`config.mk`:
```
export PLATFORM = sky130hd
export DESIGN_NAME = mpfb_ctrl
export DESIGN_NICKNAME = d
export VERILOG_FILES = /design/src/rtl/mpfb_pkg.sv /design/src/rtl/mpfb_ctrl.sv
export SDC_FILE = /design/constraint.sdc
export NUM_CORES = 1
export LEC_CHECK = 0
export BUFFER_PORTS_ARGS = -buffer_cell sky130_fd_sc_hd__buf_2
export CORE_AREA = 2 2 39 41
export CTS_BUF_LIST = sky130_fd_sc_hd__clkbuf_16
export DETAILED_ROUTE_END_ITERATION = 10
export DIE_AREA = 0 0 41 43
export PLACE_DENSITY = 0.41
export SLEW_MARGIN = 5
export SYNTH_ARGS = -nofsm -noshare
export SYNTH_HDL_FRONTEND = slang
export SYNTH_SLANG_ARGS = --single-unit
```
`constraint.sdc`:
```
create_clock -name i_clk -period 1.37 [get_ports i_clk]
set_input_delay 0.137 -clock i_clk [delete_from_list [all_inputs] [get_ports i_clk]]
set_output_delay 0.137 -clock i_clk [all_outputs]
set_load 0.03 [all_outputs]
```
`src/rtl/mpfb_pkg.sv`:
```
// Shared constants and controller/datapath interface types for the page frame buffer.
`timescale 1ns / 1ps

package mpfb_pkg;

    // Panel geometry.
    localparam int WIDTH  = 128;
    localparam int HEIGHT = 64;

    // Frame store geometry.
    localparam int STORE_DEPTH = 1024;
    localparam int ADDR_W      = $clog2(STORE_DEPTH);
    localparam int COL_W       = $clog2(WIDTH + 1);

    // Operation codes carried on the mode input.
    localparam logic [1:0] MODE_DRAW  = 2'd0;
    localparam logic [1:0] MODE_CLEAR = 2'd1;
    localparam logic [1:0] MODE_FLUSH = 2'd2;

    // Pixel write modes held in the draw colour register.
    localparam logic [1:0] COLOR_SET    = 2'd0;
    localparam logic [1:0] COLOR_CLEAR  = 2'd1;
    localparam logic [1:0] COLOR_INVERT = 2'd2;

    // Panel command bytes sent ahead of each page.
    localparam logic [7:0] CMD_PAGE_BASE = 8'hB0;
    localparam logic [7:0] CMD_COL_LOW   = 8'h02;
    localparam logic [7:0] CMD_COL_HIGH  = 8'h10;

    // Commands from the controller to the datapath.
    typedef struct packed {
        logic load;       // capture the accepted item
        logic draw_wr;    // write back the modified pixel byte
        logic clr_wr;     // zero one store entry and advance the sweep
        logic emit_cmd;   // present the page command result
        logic flush_rd;   // read the byte at the current flush column
        logic flush_acc;  // pack the byte just read into the current group
    } t_dp_cmd;

    // Status from the datapath to the controller.
    typedef struct packed {
        logic in_draw_ok; // offered item is an on-screen draw
        logic in_clear;   // offered item is a clear
        logic in_flush;   // offered item is a flush
        logic clr_done;   // sweep is at the final entry
        logic last_col;   // flush is at the final column
    } t_dp_sts;

endpackage

```
`src/rtl/mpfb_ctrl.sv`:
```
// Controller state machine sequencing draw, clear and flush operations.
`timescale 1ns / 1ps

module mpfb_ctrl
    import mpfb_pkg::*;
(
    input  logic    i_clk,
    input  logic    i_rst_n,
    input  logic    i_start,
    input  t_dp_sts i_sts,
    output logic    o_busy,
    output t_dp_cmd o_cmd
);

    typedef enum logic [2:0] {
        S_CLEAR,
        S_IDLE,
        S_DRAW_WR,
        S_FLUSH_CMD,
        S_FLUSH_RD,
        S_FLUSH_ACC
    } t_state;

    t_state r_state;
    t_state n_state;
    logic   accept;

    assign accept = i_start && (r_state == S_IDLE);
    assign o_busy = (r_state != S_IDLE);

    // Next state and datapath commands.
    always_comb begin
        n_state = r_state;
        o_cmd   = '0;
        unique case (r_state)
            S_CLEAR: begin
                o_cmd.clr_wr = 1'b1;
                if (i_sts.clr_done) begin
                    n_state = S_IDLE;
                end
            end
            S_IDLE: begin
                if (accept) begin
                    o_cmd.load = 1'b1;
                    priority if (i_sts.in_draw_ok) begin
                        n_state = S_DRAW_WR;
                    end else if (i_sts.in_clear) begin
                        n_state = S_CLEAR;
                    end else if (i_sts.in_flush) begin
                        n_state = S_FLUSH_CMD;
                    end else begin
                        // Off-screen draws and the spare mode are dropped.
                        n_state = S_IDLE;
                    end
                end
            end
            S_DRAW_WR: begin
                o_cmd.draw_wr = 1'b1;
                n_state       = S_IDLE;
            end
            S_FLUSH_CMD: begin
                o_cmd.emit_cmd = 1'b1;
                n_state        = S_FLUSH_RD;
            end
            S_FLUSH_RD: begin
                o_cmd.flush_rd = 1'b1;
                n_state        = S_FLUSH_ACC;
            end
            S_FLUSH_ACC: begin
                o_cmd.flush_acc = 1'b1;
                n_state         = i_sts.last_col ? S_IDLE : S_FLUSH_RD;
            end
            default: begin
                n_state = S_IDLE;
            end
        endcase
    end

    // State register; reset starts with a sweep that zeroes the store.
    always_ff @(posedge i_clk) begin
        if (!i_rst_n) begin
            r_state <= S_CLEAR;
        end else begin
            r_state <= n_state;
        end
    end

endmodule

```
* After elaboration in Yosys (flattened, before gate mapping) *
Cells that the tools add are included.

word-level totals
  flip-flop bits (word level) = 3
  input port bits = 8
  output and inout bits = 7
  logic and storage cells = 26

operators by class
  eq/ne operators = 8
  multiplexer cells = 14
  reduce and logical (&&, ||, !) cells = 3

operator list
  kind                                                                      number
  3-bit two-way mux                                                         5
  3-bit case mux with 5 select lines                                        1
  1-bit two-way mux                                                         7
  3-bit by 2-bit == test with 1-bit output (second input constant)          2
  3-bit == test (second input constant)                                     2
  2-bit inequality test (second input constant)                             2
  3-bit by 1-bit == test with 1-bit output (second input constant)          1
  3-bit logical NOT                                                         1
  3-bit by 1-bit inequality test with 1-bit output (second input constant)  1
  2-bit two-way mux                                                         1
  2-bit AND reduction                                                       1
  1-bit logical AND                                                         1

* Depth between registers and ports, before layout *
  word-level depth = 5
  depth in mapped cells = 4
  mapped depth without buffers = 3

* Worst setup path after synthesis *
No wires, ideal clock.

  path type = register -> output
  from = register r_state[0]
  to = output o_cmd[4] (netlist name)
  data arrival time = 1.163 ns
  required time = 1.233 ns
  path slack = 0.070 ns
  cell stages (with the launch flop) = 3
  buffers on the path = 1
  cell sequence = dfxtp_1 buf_4 nor3b_1

RTL lines
  element                   RTL line         RTL
  start: declaration        mpfb_ctrl.sv:24  t_state r_state;
  start signal: assignment  mpfb_ctrl.sv:84  r_state <= n_state;
  end: declaration          mpfb_ctrl.sv:12  output t_dp_cmd o_cmd

==> qor.csv <==
stage;metric;value;unit
status;outcome;completed;
worst_hold_path;Hold/Removal Path Class;primary input to flip-flop;
cells_and_area;Area Growth Syn to Fin;88.4;%
routing;WL final;545;um
yosys;EDFF count, synth;0;
clocking;clk_lat worst skew;220;ps
critical_path;Worst setup EP type;output port;
floorplanning;FP Rows;14;
critical_path;CP max stage delay;360;ps
floorplanning;Die Wd;41;um
critical_path;r2r worst-path depth;3;
power;switching portion of total power;20.5;%
global_routing;gr ovfl total;0;
cells_and_area;Regs by FF count;r_state: 3 flops;
power;Clock power frac;73.4;%
critical_path;Worst setup SP type;flip-flop;
global_routing;GRT Resource Usage Total;7.52;%
place;Placed Cells;53;
power;Pwr Density;1790;mW/mm^2
place;RD Place Congestion;0.697;
critical_path;CP max FO;7;
cells_and_area;layout cells sized above 1;48.8;%
global_routing;largest net degree at the start of global routing;11;
cells_and_area;FF+latch area;61.3;um^2
clocking;CTS sink count;3;
routing;Met2 Wirelength;197;um
critical_path;CP cell instances;nor2_2, and3_4, buf_2;
routing;Vias;229;
timing;unrepaired setup endpoints after global routing;no;
yosys;sequential area share after synthesis;32.7;%
routing;DR WL/cell;9.56;um
clocking;CTS tree;built;
power;LEAKAGE;0.182;nW
routing;DRC;0;
timing;endpoints failing hold;0;
routing;Antenna Nets Post-Route;0;
cells_and_area;filler cell count in the final layout;166;
clocking;CTS H-tree depth;1;
clocking;clock buffer depth;2;
timing;Layout Skew;1.17;ps
routing;Avg Vias per Cell;4.02;
critical_path;highest-delay cell along the critical path;dfxtp_1;
power;NetSw;0.128;mW
cells_and_area;Finished Layout Cells;57;
yosys;#FFs+latches synth;3;
global_routing;initial antenna violation count;0;
cells_and_area;Antenna Cells;0;
yosys;dominant cells by area after synthesis;dfxtp_1, and3_4, nand2_1;
critical_path;CP arrival;1130;ps
critical_path;Worst Setup SP;r_state[2];
critical_path;RR Startpoint;r_state[1];
place;Port Buffer Count;14;
clocking;CTS clk-pin slew, worst paths;30;ps
power;Flop pwr share;16.6;%
yosys;leading area contributor after synthesis;dfxtp_1;
cells_and_area;max reg flops;3;
cells_and_area;Multi-input gate area;113;um^2
floorplanning;I/O pins;15;
yosys;Avg Inst Size Synth;7.66;um^2
clocking;CTS Root Cell;clkbuf_16;
yosys;syn nets;32;
clocking;postcts setup bufs;0;
yosys;top cells by count, synth;dfxtp_1, nand2_1, nor2_1, o21ai_0;
timing;Finish-stage setup viols;0;
yosys;top cell type's share of synthesized area;32.7;%
cells_and_area;post-route cell area;347;um^2
yosys;cell count after synthesis;24;
cells_and_area;Largest Register;r_state;
global_routing;number of global-route vias before repair;185;
timing;fmax;788;MHz
floorplanning;Chip Height;43;um
power;VDD IR max;0.647;mV
routing;met3 wire len;81;um
yosys;Cell variety after synth;17;
routing;DR iter-0 viols;7;
clocking;Num CTS Buffers;3;
power;Internal Power;0.494;mW
timing;fin crit share;92.6;%
yosys;Mapped Area;184;um^2
timing;Final Max Slew Viols;0;
yosys;ys flop type;dfxtp_1;
flow_run;max-cap violations;0;
critical_path;critical path class;flip-flop to output port;
global_routing;first-pass GRT wire length;793;um
routing;top layer in use;met4;
yosys;ys async rst share;0;%
floorplanning;Core ar.;0.00138;mm^2
power;Gate power share;10.0;%
floorplanning;Die Area;0.00176;mm^2
critical_path;Crit path required time;1230;ps
place;Placement Cell Area;267;um^2
routing;metal1 wirelength;245;um
worst_hold_path;hold path depth;2;
routing;drt pass-1 iters;4;
timing;minimum clock period;1270;ps
timing;Slew headroom;81.9;%
timing;Final TNS setup;0;ps
floorplanning;Initial Utilization;13.3;%
worst_hold_path;HP Start;i_rst_n;
timing;actual slew at the worst max-slew pin;268;ps
yosys;Synth Warn #;0;
cells_and_area;Layout Nets;50;
critical_path;r2r setup slk;430;ps
[power by group through the flow]
stage	logic, mW	registers (mW)	clock network (mW)
2_1_floorplan	0.0480	0.0958	0
3_3_place_gp	0.0630	0.103	0
3_5_place_dp	0.0629	0.103	0
4_1_cts	0.0631	0.102	0.466
5_1_grt	0.0681	0.105	0.474
6_report	0.0619	0.103	0.456
[final cells by class]
type	count	share of cell area (%)
multi-input combinational	19	32.5
clock buffer	3	21.7
timing repair buffer	14	20.2
clock inverter	1	1.08
tap	16	5.78
inverter	1	1.08
sequential	3	17.7
[worst paths after layout]
| path | to |
|---|---|
| setup / recovery | o_cmd[5] |
| hold / removal | r_state[2] |
| setup reg to reg | r_state[2] |
| hold reg to reg | r_state[0] |
[metrics by stage]
stage	total power, mW	worst slack [ps]	hold WS [ps]	utilization (%)
2_1_floorplan	0.144	69.6	255	-
3_3_place_gp	0.166	312	396	19.3
3_5_place_dp	0.166	307	390	19.3
4_1_cts	0.632	67.9	159	25.0
5_1_grt	0.647	50.2	170	25.0
6_report	0.621	101	157	25.0
[cells in the final DEF (no fill, tap or decap)]
cell type | synthesis | layout
nor2_2 | 1 | 1
nor2b_1 | 1 | 1
a21oi_1 | 1 | 1
buf_2 | 0 | 14
nor2_1 | 3 | 3
and3_4 | 1 | 1
inv_1 | 1 | 2
o41ai_1 | 1 | 1
nand2_1 | 3 | 3
nor3_1 | 1 | 1
nand2b_1 | 1 | 1
o21a_1 | 1 | 1
dfxtp_2 | 0 | 1
o211a_1 | 1 | 1
nor3b_1 | 1 | 1
a31oi_1 | 1 | 1
o21ai_0 | 2 | 2
dfxtp_1 | 3 | 2
clkbuf_16 | 0 | 3
[timing repair]
item,CTS,global route
setup endpoints to repair,0,1
hold endpoints to repair,0,0
hold buffers,0,0
resized for setup,0,1
[per-layer routing]
metal | up-vias | track usage (%)
met3 | 2 | 4.71
met5 | - | 0
li1 | 117 | -
met4 | 0 | 8.00
met2 | 17 | 7.19
met1 | 93 | 9.94
[worst max-delay path: cells and delay by family, from the launching register on]
| family | cells | cell delay (ps) |
|---|---|---|
| DFF | 1 | 360 |
| buffers and inverters | 1 | 190 |
| and+or+nand+nor | 2 | 360 |
[logic make-up after synthesis]
| logic type | synth area share (%) |
|---|---|
| AOI/OAI and AO/OA | 25.9 |
| buffers and inverters | 6.12 |
| DFF | 32.7 |
| and+or+nand+nor | 35.4 |
Power figures use the tool's default switching activity.
